$ cat config.mk
export PLATFORM = sky130hd
export DESIGN_NAME = pulse_width_frame_decoder_unit
export DESIGN_NICKNAME = d
export VERILOG_FILES = /design/src/rtl/pwfd_pkg.sv /design/src/rtl/pwfd_cfg_regs.sv /design/src/rtl/pwfd_cell_class.sv /design/src/rtl/pwfd_frame_core.sv /design/src/rtl/pulse_width_frame_decoder_unit.sv
export SDC_FILE = /design/constraint.sdc
export NUM_CORES = 1
export LEC_CHECK = 0
export BUFFER_PORTS_ARGS = -buffer_cell sky130_fd_sc_hd__buf_2
export CELL_PAD_IN_SITES_DETAIL_PLACEMENT = 1
export CELL_PAD_IN_SITES_GLOBAL_PLACEMENT = 1
export CORE_ASPECT_RATIO = 0.7
export CORE_MARGIN = 10
export CORE_UTILIZATION = 43
export CTS_CLUSTER_DIAMETER = 50
export CTS_CLUSTER_SIZE = 24
export DETAILED_ROUTE_END_ITERATION = 10
export HOLD_SLACK_MARGIN = 0.02
export PLACE_DENSITY_LB_ADDON = 0.1
export SYNTH_ARGS = -nofsm -noshare
export SYNTH_HDL_FRONTEND = slang
export SYNTH_SLANG_ARGS = --single-unit
$ cat constraint.sdc
create_clock -name clk -period 4.9 [get_ports clk]
set_clock_uncertainty 0.05 [all_clocks]
set_input_delay 0.49 -clock clk [delete_from_list [all_inputs] [get_ports clk]]
set_output_delay 0.49 -clock clk [all_outputs]
set_load 0.05 [all_outputs]
$ cat src/rtl/pwfd_pkg.sv
`timescale 1ns / 1ps
// ----------------------------------------------------------------------------
// pwfd_pkg
// Shared widths, register map, reset values and types of the pulse width
// frame decoder.
// ----------------------------------------------------------------------------
package pwfd_pkg;

	localparam int DATA_BITS  = 32;
	localparam int COUNT_BITS = 16;
	localparam int SAMPLE_W   = 16;
	localparam int PERIOD_W   = SAMPLE_W + 1;
	localparam int THRESH_W   = 17;
	localparam int PHASE_W    = 16;
	localparam int FRAME_W    = 32;
	localparam int APB_DATA_W = 32;
	localparam int ADDR_W     = 5;
	localparam int IDX_W      = 3;

	typedef enum logic [IDX_W-1:0] {
		REG_STOP_GAP_MIN       = 3'd0,
		REG_CONSOLE_PERIOD_MIN = 3'd1,
		REG_CONSOLE_PERIOD_MAX = 3'd2,
		REG_DEVICE_PERIOD_MIN  = 3'd3,
		REG_DEVICE_PERIOD_MAX  = 3'd4,
		REG_PHASE_MIN          = 3'd5,
		REG_PHASE_MAX          = 3'd6
	} reg_idx_t;

	localparam logic [THRESH_W-1:0] RST_STOP_GAP_MIN       = 17'd112;
	localparam logic [THRESH_W-1:0] RST_CONSOLE_PERIOD_MIN = 17'd72;
	localparam logic [THRESH_W-1:0] RST_CONSOLE_PERIOD_MAX = 17'd80;
	localparam logic [THRESH_W-1:0] RST_DEVICE_PERIOD_MIN  = 17'd56;
	localparam logic [THRESH_W-1:0] RST_DEVICE_PERIOD_MAX  = 17'd64;
	localparam logic [PHASE_W-1:0]  RST_PHASE_MIN          = 16'd8;
	localparam logic [PHASE_W-1:0]  RST_PHASE_MAX          = 16'd24;

	typedef struct packed {
		logic [THRESH_W-1:0] stop_gap_min;
		logic [THRESH_W-1:0] console_period_min;
		logic [THRESH_W-1:0] console_period_max;
		logic [THRESH_W-1:0] device_period_min;
		logic [THRESH_W-1:0] device_period_max;
		logic [PHASE_W-1:0]  phase_min;
		logic [PHASE_W-1:0]  phase_max;
	} cfg_t;

	typedef struct packed {
		logic long_gap;
		logic console_hit;
		logic device_hit;
		logic phase_ok;
		logic bit_val;
	} cell_class_t;

endpackage

$ cat src/rtl/pwfd_cfg_regs.sv
`timescale 1ns / 1ps
// ----------------------------------------------------------------------------
// pwfd_cfg_regs
// APB register file holding the timing thresholds.
// ----------------------------------------------------------------------------
module pwfd_cfg_regs (
	input  logic                                clk,
	input  logic                                arst_n,
	input  logic                                psel,
	input  logic                                penable,
	input  logic                                pwrite,
	input  logic [pwfd_pkg::ADDR_W-1:0]         paddr,
	input  logic [pwfd_pkg::APB_DATA_W-1:0]     pwdata,
	output logic [pwfd_pkg::APB_DATA_W-1:0]     prdata,
	output logic                                pready,
	output pwfd_pkg::cfg_t                      cfg
);

	pwfd_pkg::cfg_t     cfg_q;
	pwfd_pkg::reg_idx_t idx;
	logic               wr_en;

	assign pready = 1'b1;
	assign idx    = pwfd_pkg::reg_idx_t'(paddr[pwfd_pkg::ADDR_W-1:2]);
	assign wr_en  = psel & penable & pwrite;
	assign cfg    = cfg_q;

	always_ff @(posedge clk or negedge arst_n) begin
		if (!arst_n) begin
			cfg_q.stop_gap_min       <= pwfd_pkg::RST_STOP_GAP_MIN;
			cfg_q.console_period_min <= pwfd_pkg::RST_CONSOLE_PERIOD_MIN;
			cfg_q.console_period_max <= pwfd_pkg::RST_CONSOLE_PERIOD_MAX;
			cfg_q.device_period_min  <= pwfd_pkg::RST_DEVICE_PERIOD_MIN;
			cfg_q.device_period_max  <= pwfd_pkg::RST_DEVICE_PERIOD_MAX;
			cfg_q.phase_min          <= pwfd_pkg::RST_PHASE_MIN;
			cfg_q.phase_max          <= pwfd_pkg::RST_PHASE_MAX;
		end else if (wr_en) begin
			unique case (idx)
				pwfd_pkg::REG_STOP_GAP_MIN:
					cfg_q.stop_gap_min <= pwdata[pwfd_pkg::THRESH_W-1:0];
				pwfd_pkg::REG_CONSOLE_PERIOD_MIN:
					cfg_q.console_period_min <= pwdata[pwfd_pkg::THRESH_W-1:0];
				pwfd_pkg::REG_CONSOLE_PERIOD_MAX:
					cfg_q.console_period_max <= pwdata[pwfd_pkg::THRESH_W-1:0];
				pwfd_pkg::REG_DEVICE_PERIOD_MIN:
					cfg_q.device_period_min <= pwdata[pwfd_pkg::THRESH_W-1:0];
				pwfd_pkg::REG_DEVICE_PERIOD_MAX:
					cfg_q.device_period_max <= pwdata[pwfd_pkg::THRESH_W-1:0];
				pwfd_pkg::REG_PHASE_MIN:
					cfg_q.phase_min <= pwdata[pwfd_pkg::PHASE_W-1:0];
				pwfd_pkg::REG_PHASE_MAX:
					cfg_q.phase_max <= pwdata[pwfd_pkg::PHASE_W-1:0];
				default: begin
				end
			endcase
		end
	end

	always_comb begin
		prdata = '0;
		unique case (idx)
			pwfd_pkg::REG_STOP_GAP_MIN:
				prdata = pwfd_pkg::APB_DATA_W'(cfg_q.stop_gap_min);
			pwfd_pkg::REG_CONSOLE_PERIOD_MIN:
				prdata = pwfd_pkg::APB_DATA_W'(cfg_q.console_period_min);
			pwfd_pkg::REG_CONSOLE_PERIOD_MAX:
				prdata = pwfd_pkg::APB_DATA_W'(cfg_q.console_period_max);
			pwfd_pkg::REG_DEVICE_PERIOD_MIN:
				prdata = pwfd_pkg::APB_DATA_W'(cfg_q.device_period_min);
			pwfd_pkg::REG_DEVICE_PERIOD_MAX:
				prdata = pwfd_pkg::APB_DATA_W'(cfg_q.device_period_max);
			pwfd_pkg::REG_PHASE_MIN:
				prdata = pwfd_pkg::APB_DATA_W'(cfg_q.phase_min);
			pwfd_pkg::REG_PHASE_MAX:
				prdata = pwfd_pkg::APB_DATA_W'(cfg_q.phase_max);
			default: prdata = '0;
		endcase
	end

endmodule

$ cat src/rtl/pwfd_cell_class.sv
`timescale 1ns / 1ps
// ----------------------------------------------------------------------------
// pwfd_cell_class
// Classifies one bit cell against the period and phase windows.
// ----------------------------------------------------------------------------
module pwfd_cell_class (
	input  logic [pwfd_pkg::PERIOD_W-1:0] period,
	input  logic [pwfd_pkg::SAMPLE_W-1:0] low_samples,
	input  logic [pwfd_pkg::SAMPLE_W-1:0] high_samples,
	input  pwfd_pkg::cfg_t                cfg,
	output pwfd_pkg::cell_class_t         cls
);

	logic hi_fit;
	logic lo_fit;

	assign hi_fit = (high_samples >= cfg.phase_min) && (high_samples <= cfg.phase_max);
	assign lo_fit = (low_samples >= cfg.phase_min) && (low_samples <= cfg.phase_max);

	always_comb begin
		cls.long_gap    = period > cfg.stop_gap_min;
		cls.console_hit = (period >= cfg.console_period_min) &&
			(period <= cfg.console_period_max);
		cls.device_hit  = (period >= cfg.device_period_min) &&
			(period <= cfg.device_period_max);
		cls.phase_ok    = hi_fit | lo_fit;
		// short high phase wins and decodes as zero
		cls.bit_val     = lo_fit & ~hi_fit;
	end

endmodule

$ cat src/rtl/pwfd_frame_core.sv
`timescale 1ns / 1ps
// ----------------------------------------------------------------------------
// pwfd_frame_core
// Frame state (bit count, marks, shift word) and the result register.
// ----------------------------------------------------------------------------
module pwfd_frame_core (
	input  logic                             clk,
	input  logic                             arst_n,
	input  logic                             cell_valid,
	input  pwfd_pkg::cell_class_t            cls,
	output logic                             advance,
	output logic                             m_tvalid,
	input  logic                             m_tready,
	output logic [pwfd_pkg::FRAME_W-1:0]     m_tdata,
	output logic                             m_tuser
);

	logic [pwfd_pkg::COUNT_BITS-1:0] bits_q;
	logic [pwfd_pkg::COUNT_BITS-1:0] before_q;
	logic                            inv_q;
	logic                            ctrl_q;
	logic [pwfd_pkg::DATA_BITS-1:0]  word_q;

	logic                            out_valid_q;
	logic [pwfd_pkg::FRAME_W-1:0]    out_data_q;
	logic                            out_ctrl_q;

	logic                            fresh;
	logic [pwfd_pkg::COUNT_BITS-1:0] before_eff;
	logic                            inv_eff;
	logic                            ctrl_eff;
	logic [pwfd_pkg::DATA_BITS-1:0]  word_eff;
	logic                            stop;
	logic                            emit;
	logic [pwfd_pkg::COUNT_BITS-1:0] bits_inc;
	logic                            inv_nx;
	logic                            ctrl_nx;
	logic [pwfd_pkg::FRAME_W-1:0]    frame_word;

	logic [pwfd_pkg::COUNT_BITS-1:0] bits_d;
	logic [pwfd_pkg::COUNT_BITS-1:0] before_d;
	logic                            inv_d;
	logic                            ctrl_d;
	logic [pwfd_pkg::DATA_BITS-1:0]  word_d;

	assign advance = ~out_valid_q | m_tready;

	// a zero count starts a new frame: previous marks and word are gone
	assign fresh      = bits_q == '0;
	assign before_eff = fresh ? '0 : before_q;
	assign inv_eff    = fresh ? 1'b0 : inv_q;
	assign ctrl_eff   = fresh ? 1'b0 : ctrl_q;
	assign word_eff   = fresh ? '0 : word_q;

	assign stop = (bits_q[2:0] == 3'd0) && cls.long_gap;
	assign emit = stop & ~inv_eff;

	assign bits_inc = bits_q + pwfd_pkg::COUNT_BITS'(cls.console_hit) +
		pwfd_pkg::COUNT_BITS'(cls.device_hit);
	assign inv_nx  = inv_eff | ((cls.console_hit | cls.device_hit) & ~cls.phase_ok);
	assign ctrl_nx = ctrl_eff | cls.device_hit;

	generate
		if (pwfd_pkg::DATA_BITS >= pwfd_pkg::FRAME_W) begin : g_frame_trunc
			assign frame_word = word_eff[pwfd_pkg::FRAME_W-1:0];
		end else begin : g_frame_ext
			assign frame_word = {{(pwfd_pkg::FRAME_W - pwfd_pkg::DATA_BITS){1'b0}}, word_eff};
		end
	endgenerate

	always_comb begin
		bits_d   = bits_q;
		before_d = before_eff;
		inv_d    = inv_eff;
		ctrl_d   = ctrl_eff;
		word_d   = word_eff;
		priority if (stop) begin
			bits_d = '0;
		end else if (bits_inc == '0) begin
			bits_d = '0;
			inv_d  = inv_nx;
			ctrl_d = ctrl_nx;
		end else begin
			// no new bit since last shift: drop the frame
			bits_d   = (bits_inc == before_eff) ? '0 : bits_inc;
			before_d = (bits_inc == before_eff) ? '0 : bits_inc;
			inv_d    = inv_nx;
			ctrl_d   = ctrl_nx;
			word_d   = {word_eff[pwfd_pkg::DATA_BITS-2:0], cls.bit_val};
		end
	end

	always_ff @(posedge clk or negedge arst_n) begin
		if (!arst_n) begin
			bits_q      <= '0;
			before_q    <= '0;
			inv_q       <= 1'b0;
			ctrl_q      <= 1'b0;
			word_q      <= '0;
			out_valid_q <= 1'b0;
		end else if (advance) begin
			out_valid_q <= cell_valid & emit;
			if (cell_valid) begin
				bits_q   <= bits_d;
				before_q <= before_d;
				inv_q    <= inv_d;
				ctrl_q   <= ctrl_d;
				word_q   <= word_d;
			end
		end
	end

	always_ff @(posedge clk) begin
		if (advance && cell_valid && emit) begin
			out_data_q <= frame_word;
			out_ctrl_q <= ctrl_eff;
		end
	end

	assign m_tvalid = out_valid_q;
	assign m_tdata  = out_data_q;
	assign m_tuser  = out_ctrl_q;

endmodule

$ cat src/rtl/pulse_width_frame_decoder_unit.sv
`timescale 1ns / 1ps
// ----------------------------------------------------------------------------
// pulse_width_frame_decoder_unit
// Decodes bit cells given as low and high sample counts into frames.
//
//   channel  dir  payload
//   s_*      in   tdata[15:0] low_samples, tdata[31:16] high_samples
//   m_*      out  tdata[31:0] frame_data, tuser[0] from_controller
//   apb      in   7 threshold registers at byte address 4*i
//
// one bit cell per cycle while the result side does not stall; a cell is
// taken into the input register, then its result into the result register
// a held result stalls the result register and, once the input register is
// full too, drops s_tready
// reset restores the default thresholds and clears the frame state
// ----------------------------------------------------------------------------
module pulse_width_frame_decoder_unit (
	input  logic                            clk,
	input  logic                            arst_n,
	input  logic                            s_tvalid,
	output logic                            s_tready,
	input  logic [31:0]                     s_tdata,   // low_samples, high_samples
	output logic                            m_tvalid,
	input  logic                            m_tready,
	output logic [pwfd_pkg::FRAME_W-1:0]    m_tdata,   // frame_data
	output logic                            m_tuser,   // from_controller
	input  logic                            psel,
	input  logic                            penable,
	input  logic                            pwrite,
	input  logic [pwfd_pkg::ADDR_W-1:0]     paddr,
	input  logic [pwfd_pkg::APB_DATA_W-1:0] pwdata,
	output logic [pwfd_pkg::APB_DATA_W-1:0] prdata,
	output logic                            pready
);

	pwfd_pkg::cfg_t                 cfg;
	pwfd_pkg::cell_class_t          cls;
	logic                           advance;

	logic                           valid_s1;
	logic [pwfd_pkg::SAMPLE_W-1:0]  low_s1;
	logic [pwfd_pkg::SAMPLE_W-1:0]  high_s1;
	logic [pwfd_pkg::PERIOD_W-1:0]  period_s1;

	logic [pwfd_pkg::SAMPLE_W-1:0]  low_in;
	logic [pwfd_pkg::SAMPLE_W-1:0]  high_in;

	assign low_in   = s_tdata[pwfd_pkg::SAMPLE_W-1:0];
	assign high_in  = s_tdata[2*pwfd_pkg::SAMPLE_W-1:pwfd_pkg::SAMPLE_W];
	assign s_tready = ~valid_s1 | advance;

	always_ff @(posedge clk or negedge arst_n) begin
		if (!arst_n) begin
			valid_s1 <= 1'b0;
		end else if (s_tready) begin
			valid_s1 <= s_tvalid;
		end
	end

	always_ff @(posedge clk) begin
		if (s_tready && s_tvalid) begin
			low_s1    <= low_in;
			high_s1   <= high_in;
			period_s1 <= {1'b0, low_in} + {1'b0, high_in};
		end
	end

	pwfd_cfg_regs u_cfg (
		.clk     (clk),
		.arst_n  (arst_n),
		.psel    (psel),
		.penable (penable),
		.pwrite  (pwrite),
		.paddr   (paddr),
		.pwdata  (pwdata),
		.prdata  (prdata),
		.pready  (pready),
		.cfg     (cfg)
	);

	pwfd_cell_class u_class (
		.period       (period_s1),
		.low_samples  (low_s1),
		.high_samples (high_s1),
		.cfg          (cfg),
		.cls          (cls)
	);

	pwfd_frame_core u_core (
		.clk        (clk),
		.arst_n     (arst_n),
		.cell_valid (valid_s1),
		.cls        (cls),
		.advance    (advance),
		.m_tvalid   (m_tvalid),
		.m_tready   (m_tready),
		.m_tdata    (m_tdata),
		.m_tuser    (m_tuser)
	);

endmodule

# Word level (Yosys, flattened, before mapping)
# Cells that the tools add are included.
dict set report totals {
  in_bits 76
  ram_bits 0
  n_memories 0
  latchBits 0
  rom_bits 0
  output_inout_bits 68
  wordCells 89
  ff_bits 267
}
dict set report op_classes {
  div 0
  n_reduce_logical 20
  n_mul 0
  bitwise 17
  magnitude_cmp 9
  shift 0
  muxes 14
  n_addsub 3
  eq_ne 7
}
# operator count
set ops {}
lappend ops {{$pmux 17 s7} 1}
lappend ops {{$mux 16} 6}
lappend ops {{$mux 32} 3}
lappend ops {{$ge 17x17->1} 2}
lappend ops {{$le 17x17->1} 2}
lappend ops {{$add 16x1->16} 2}
lappend ops {{$ge 16x16->1} 2}
lappend ops {{$le 16x16->1} 2}
lappend ops {{$logic_not 16->1} 2}
lappend ops {{$add 16x16->17} 1}
lappend ops {{$gt 17x17->1} 1}
lappend ops {{$eq 16x16->1} 1}
lappend ops {{$reduce_and 2->1} 8}
lappend ops {{$eq 3x3->1 const B} 3}
lappend ops {{$logic_and 1x1->1} 8}
lappend ops {{$and 1x1->1} 6}
lappend ops {{$eq 3x2->1 const B} 2}
lappend ops {{$logic_not 3->1} 2}
lappend ops {{$or 1x1->1} 6}
lappend ops {{$not 1->1} 5}
lappend ops {{$mux 1} 4}
lappend ops {{$eq 3x1->1 const B} 1}

# Longest topological paths before layout
dict set report depth {
  word_depth 8
  mapped_depth 25
  mapped_depth_nobuf 22
}

# By module
# From an unflattened synthesis, not the netlist that was laid out.
dict set report hier_totals {
  cells_unflattened 1424
  hier_area_um2 16107.9
}
# module area_each_um2 seq_area_each_um2 n_inst cells_per_inst
set modules_own_cells {}
lappend modules_own_cells {pwfd_cfg_regs 5602.9 2945.3 1 418}
lappend modules_own_cells {pwfd_frame_core 4703.3 2667.6 1 391}
lappend modules_own_cells {pwfd_cell_class 3533.4 0.0 1 464}
lappend modules_own_cells {pulse_width_frame_decoder_unit 2268.4 1496.4 1 151}

# Worst setup path before layout
# OpenSTA, ideal clock, no wires.
dict set report synth_timing {
  path_kind {register -> register}
  start {register u_cfg.cfg_q, in the netlist u_cfg.cfg[38]}
  end {register u_core.bits_q[0] (netlist name)}
  arrival_ns 4.967
  setup_time_ns 0.129
  required_ns 4.721
  synth_period_minus_slack_ns 5.146
  stages_incl_launch_ff 26
  n_path_buf 3
  path_slack_ns -0.246
  path_cell_list {dfstp_2 inv_1 ha_1 a21o_1 a21o_1 a21oi_1 nor3_1 a2111oi_0 o21ai_0 a221oi_1 inv_1 fa_1 inv_1 ha_1 and3_1 buf_2 nand3_2 xor2_2 nand3_1 or4_1 and2_4 o21ai_4 or2_1 buf_6 buf_6 o22ai_2}
}
dict set report synth_between {
  elab_chain_cells 7
  elab_cells_between_ends 8
  classes_between {1 x add/sub; 1 x order compare; 1 x eq/ne; 3 x mux; 2 x reduce/logical}
}
# element line
set synth_lines {}
lappend synth_lines {{start: declaration} pwfd_cfg_regs.sv:19} ;# pwfd_pkg::cfg_t cfg_q;
lappend synth_lines {{$le 17x17->1 (*)} pwfd_cell_class.sv:25} ;# (period <= cfg.device_period_max);
lappend synth_lines {{$logic_and 1x1->1 (*)} pwfd_cell_class.sv:24} ;# cls.device_hit = (period >= cfg.device_period_min) &&
lappend synth_lines {{$add 16x1->16 (*)} pwfd_frame_core.sv:58} ;# assign bits_inc = bits_q + pwfd_pkg::COUNT_BITS'(cls.console_hit) +
lappend synth_lines {{$eq 16x16->1} pwfd_frame_core.sv:85} ;# bits_d = (bits_inc == before_eff) ? '0 : bits_inc;
lappend synth_lines {{$mux 16} pwfd_frame_core.sv:85}
lappend synth_lines {{$mux 16 (*)} pwfd_frame_core.sv:79} ;# end else if (bits_inc == '0) begin
lappend synth_lines {{$mux 16 (*)} pwfd_frame_core.sv:77} ;# priority if (stop) begin
lappend synth_lines {{end signal: assignment} pwfd_frame_core.sv:104} ;# bits_q <= bits_d;
lappend synth_lines {{end: declaration} pwfd_frame_core.sv:18} ;# logic [pwfd_pkg::COUNT_BITS-1:0] bits_q;
# Every way passes the cells marked *; elsewhere a longest branch is shown, timed or not.
# A chain may end at the register's enable or synchronous reset.

# Worst setup path after layout
dict set report layout_timing {
  start {register period_s1[14] (netlist name)}
  end {register u_core.bits_q[7] (netlist name)}
}
dict set report layout_between {
  elab_chain_cells 8
  elab_cells_between_ends 15
  classes_between {2 x add/sub; 5 x order compare; 1 x eq/ne; 3 x mux; 4 x reduce/logical}
}
# element line
set layout_lines {}
lappend layout_lines {{start: declaration} pulse_width_frame_decoder_unit.sv:43} ;# logic [pwfd_pkg::PERIOD_W-1:0] period_s1;
lappend layout_lines {{start signal: assignment} pulse_width_frame_decoder_unit.sv:64} ;# period_s1 <= {1'b0, low_in} + {1'b0, high_in};
lappend layout_lines {{$ge 17x17->1 or $le 17x17->1 (tied branches)} {pwfd_cell_class.sv:22, pwfd_cell_class.sv:23}}
lappend layout_lines {{$logic_and 1x1->1} pwfd_cell_class.sv:22} ;# cls.console_hit = (period >= cfg.console_period_min) &&
lappend layout_lines {{$add 16x1->16 (2 in a row)} pwfd_frame_core.sv:58}
lappend layout_lines {{$eq 16x16->1} pwfd_frame_core.sv:85}
lappend layout_lines {{$mux 16} pwfd_frame_core.sv:85}
lappend layout_lines {{$mux 16} pwfd_frame_core.sv:79}
lappend layout_lines {{$mux 16 (*)} pwfd_frame_core.sv:77}
# Marked as above.

==> metrics.md <==
| Metric | Value |
|---|---|
| Synth Register Bits | `between 200 and 300` |
| EDFF count, synth | `82` |
| Largest family of logic cells by synthesized area | `compound AO/OA/AOI/OAI gates` |
| Average wire per standard cell | `23.3 µm` |
| Crit Path Category | `register to register` |
| Worst path cell trace | `buf_6, ha_4, buf_6, a21o_1, a21o_1, a2111oi_4, o21ai_2, a221oi_2, inv_1, fa_2, inv_2, ha_4, and3_4, xnor2_2, nand3_1, a22o_1, or4_4, and2_4, o21ai_4, buf_6, buf_6, nor2_4, a22o_1` |
| CP peak stage delay | `~0.55 ns` |
| Synth Area per Inst | `10.3 µm²` |
| Pwr Total | `0.00894 W` |
| Worst hold path class | `primary input to register` |
| Critical Path AT | `~5.7 ns` |
| Status | `finished, violations left` |
| Slack of the critical path | `-0.322 ns` |
| Critical Path Fanout Max | `6` |
| Sw Ratio | `39.8%` |
| Die area | `0.0450 mm²` |
| Setup-failing EPs final | `64` |
| Share of the synthesized area in the top cell type | `27.0%` |
| Sequential-to-total area share from yosys stat | `between 40% and 50%` |
| Core Box Area | `0.0361 mm²` |
| Synth Area in XOR/XNOR | `2.81%` |
| Initial core utilization | `43.8%` |
| Max VDD drop | `roughly 0.00028 V` |
| GPL Wtd Cong | `0.871` |
| Fillers | `between 3,000 and 4,000` |
| Max-cap viol count | `0` |
| Die height | `181 µm` |
| First-pass iteration count of the detailed router | `5` |
| Placed cell area | `0.0175 mm²` |
| Failing checks | `setup timing` |
| Hold Slack | `between 0.04 and 0.05 ns` |
| Share of cells above drive strength 1 | `26.2%` |
| Yosys warns | `0` |
| Slew Limit Fails | `0` |
| Cell mode on critical path | `buf_6` |
| Lkg Pwr | `8.88 nW` |
| Combinational power share | `a little under two fifths` |
| DRC viols | `0` |
| Number of global-route vias before repair | `13,327` |
| Post-synthesis compound-gate area fraction | `15.6%` |
| Remaining global-route overflow | `0` |
| Unique masters post-synth | `80` |
| Power Density | `458 mW/mm²` |
| Initial antenna violation count | `0` |
| Synth Area in Simple Gates | `13.0%` |
| # IOs | `around 140` |
| Latest clock arrival within the worst-skew pair | `about 0.6 ns` |
| Fin util | `54.0%` |
| Largest area contributor in the netlist | `dfrtp_1` |
| DR iter-0 viols | `847` |
| Detailed-route via count | `12,693` |
| DP HPWL | `approximately 39 mm` |
| Count leader, synth | `dfrtp_1` |
| Max frequency | `0.191 GHz` |
| Clk pwr share | `about 28%` |
| Rel. slew slack | `24.9%` |
| H-tree depth | `1` |
| Least-Margin Pin Slew | `about 1.1 ns` |
| # port buffers | `110` |
| # diodes | `0` |
| Top_reg_cell synth | `dfrtp_1` |
| RSZ-0062 raised after global routing | `yes` |
| Synth-to-layout area growth | `23.3%` |
| CTS tree | `built` |
| Slowest cell on the critical path | `or4_4` |
| Final hold vios | `0` |
| Internal power | `0.00539 W` |
| Period minus WS final | `5.22 ns` |
| Cell area after layout | `0.0195 mm²` |
| Tot GR Track Use | `around 23%` |
| Top post-synthesis cells by area | `dfrtp_1 (27%), edfxtp_1 (16%), ha_1 (13%), o21ai_0 (5.0%), nand2_1 (3.8%)` |
| Clk slew on worst S/H paths | `0.07 ns` |
| Largest net degree at the start of global routing | `108` |
| First-pass GRT wire length | `80.5 mm` |
| Async set or reset register ratio after synthesis | `69.3%` |
| Post-Synthesis Cells | `between 1,500 and 2,000` |
| Syn Std Cell Area | `~0.016 mm²` |
| Switching power of the nets | `0.00356 W` |
| DRT Wirelength | `roughly 53 mm` |
| Post-synthesis adder-cell area fraction | `13.4%` |
| Std cell rows | `58` |
| Chip width | `around 250 µm` |
| Vias per cell | `5.62` |
| Mux contribution to synthesized area | `under 10%` |
| Max Root-Sink Buffers | `3` |
| Antenna viol nets, final | `0` |
| DP Worst Slack | `-0.684 ns` |
| Inserted Clock Buffers | `31` |
| Post-synth top cells | `dfrtp_1 (171), ha_1 (166), nand2_1 (159)` |
| Net count, final | `1,999` |
| Startpoint class of the critical path | `register` |
| Clock root cell | `clkbuf_16` |
| Reg power frac | `33.3%` |
| Clk sinks | `267` |
| CP endpoint kind | `register` |
| Final Cycle Share | `107%` |
| Worst EP required | `5.32 ns` |
## cell usage in the layout, fill, tap and decap left out, types with 15 or more instances in the layout
master       n
edfxtp_1    82
buf_4      108
nand4_1     23
buf_2      109
o21ai_0    142
clkbuf_16   35
nor2b_1     59
a22o_1      49
nor2_1      47
ha_1       154
dfrtp_1    171
buf_6       25
conb_1      16
mux2_2      32
a21oi_1     47
nand2b_1    19
nand2_1    158
nand3_1     15
a21o_1      33
mux2i_1     18
xnor2_1     31
inv_1      120
o21ai_2     19
## cells by family (layout without fill, tap and decap cells)
kind of cell / count (synthesis) / in the layout
AO/OA/AOI/OAI: 386 / 386
adder cells (fa/ha/maj): 168 / 168
other: 2 / 16
buffers and inverters: 209 / 434
XOR/XNOR: 46 / 46
flip-flops: 267 / 267
AND/OR/NAND/NOR: 405 / 406
multiplexers: 57 / 57
## state kept, by name, indices dropped and copies added (netlist names)
| signal | count |
|---|---|
| u_core.ctrl_q | 1 |
| u_cfg.cfg | 117 |
| u_core.bits_q | 16 |
| high_s1 | 16 |
| u_core.before_q | 16 |
| u_core.m_tvalid | 1 |
| u_core.word_q | 32 |
| period_s1 | 17 |
| u_core.m_tuser | 1 |
| u_core.m_tdata | 32 |
| u_core.inv_q | 1 |
| valid_s1 | 1 |
| low_s1 | 16 |
## per-layer routing
metal | up-vias | share of wire [%] | wire length, µm | GRT usage, %
met3 | 56 | 6.2 | 3260 | 5.43
met4 | 0 | 1.8 | 944 | 3.99
met1 | 6441 | 50 | 26400 | 33.4
li1 | 5910 | - | - | -
met5 | - | 0 | 0 | 0
met2 | 286 | 42 | 22100 | 32.9
## path summary, 6_finish.rpt
check                                                 from                         endpoint  slack, ns  cells after the start
hold / removal                                  s_tdata[9]              low_s1[9]$_DFFE_PP_       0.05                      1
setup / recovery                   period_s1[14]$_DFFE_PP_     u_core.bits_q[7]$_DFFE_PN0P_      -0.32                     23
hold reg to reg            u_core.before_q[11]$_DFFE_PN0P_  u_core.before_q[11]$_DFFE_PN0P_       0.45                      2
max in group asynchronous                           arst_n       u_cfg.cfg[106]$_DFFE_PN1P_       3.13                      3
min in group asynchronous                           arst_n        u_cfg.cfg[50]$_DFFE_PN0P_       0.51                      2
setup reg to reg                   period_s1[14]$_DFFE_PP_     u_core.bits_q[7]$_DFFE_PN0P_      -0.32                     23
## power by group through the flow
stage / sequential [W] / clock, W / combinational, W
floorplan: 0.00319 / 0 / 0.00161
global placement: 0.00300 / 0 / 0.00281
detailed placement: 0.00303 / 0 / 0.00292
CTS: 0.00298 / 0.00259 / 0.00319
global route: 0.00302 / 0.00269 / 0.00373
finish: 0.00298 / 0.00255 / 0.00341
## per-stage QoR
step	TNS, ns	cells
3_3_place_gp	-26.77	2163
2_1_floorplan	0	1554
5_1_grt	-24.84	2260
3_5_place_dp	-41.66	2163
4_1_cts	-9.00	2240
6_report	-17.46	2260
## critical path, delay by kind of cell, from the launching register on
| family | cells | cell delay [ns] |
|---|---|---|
| AOI/OAI and AO/OA | 8 | 1.73 |
| xor gates and xnor gates | 1 | 0.12 |
| adders and majority gates | 3 | 0.78 |
| buffers and inverters | 6 | 0.71 |
| DFF | 1 | 0.53 |
| and+or+nand+nor | 5 | 1.16 |
## what timing repair did
item,in CTS,in global routing
gates resized for setup,81,32
setup endpoints to repair,64,64
endpoints found under the hold margin,24,1
buffers inserted,19,12
gates cloned,1,7
pin swaps,35,18
hold buffers,1,1
## layout make-up
| class | count | area, µm² | area share [%] |
|---|---|---|---|
| repair buffers | 252 | 1830 | 9.38 |
| clock inverters | 27 | 372 | 1.90 |
| flip-flops and latches | 267 | 7110 | 36.4 |
| well taps | 480 | 601 | 3.08 |
| multi-input cells | 1079 | 8370 | 42.9 |
| clock buffers | 31 | 776 | 3.97 |
| inverters | 124 | 465 | 2.38 |
No activity file was read; power rests on OpenSTA's default activity.
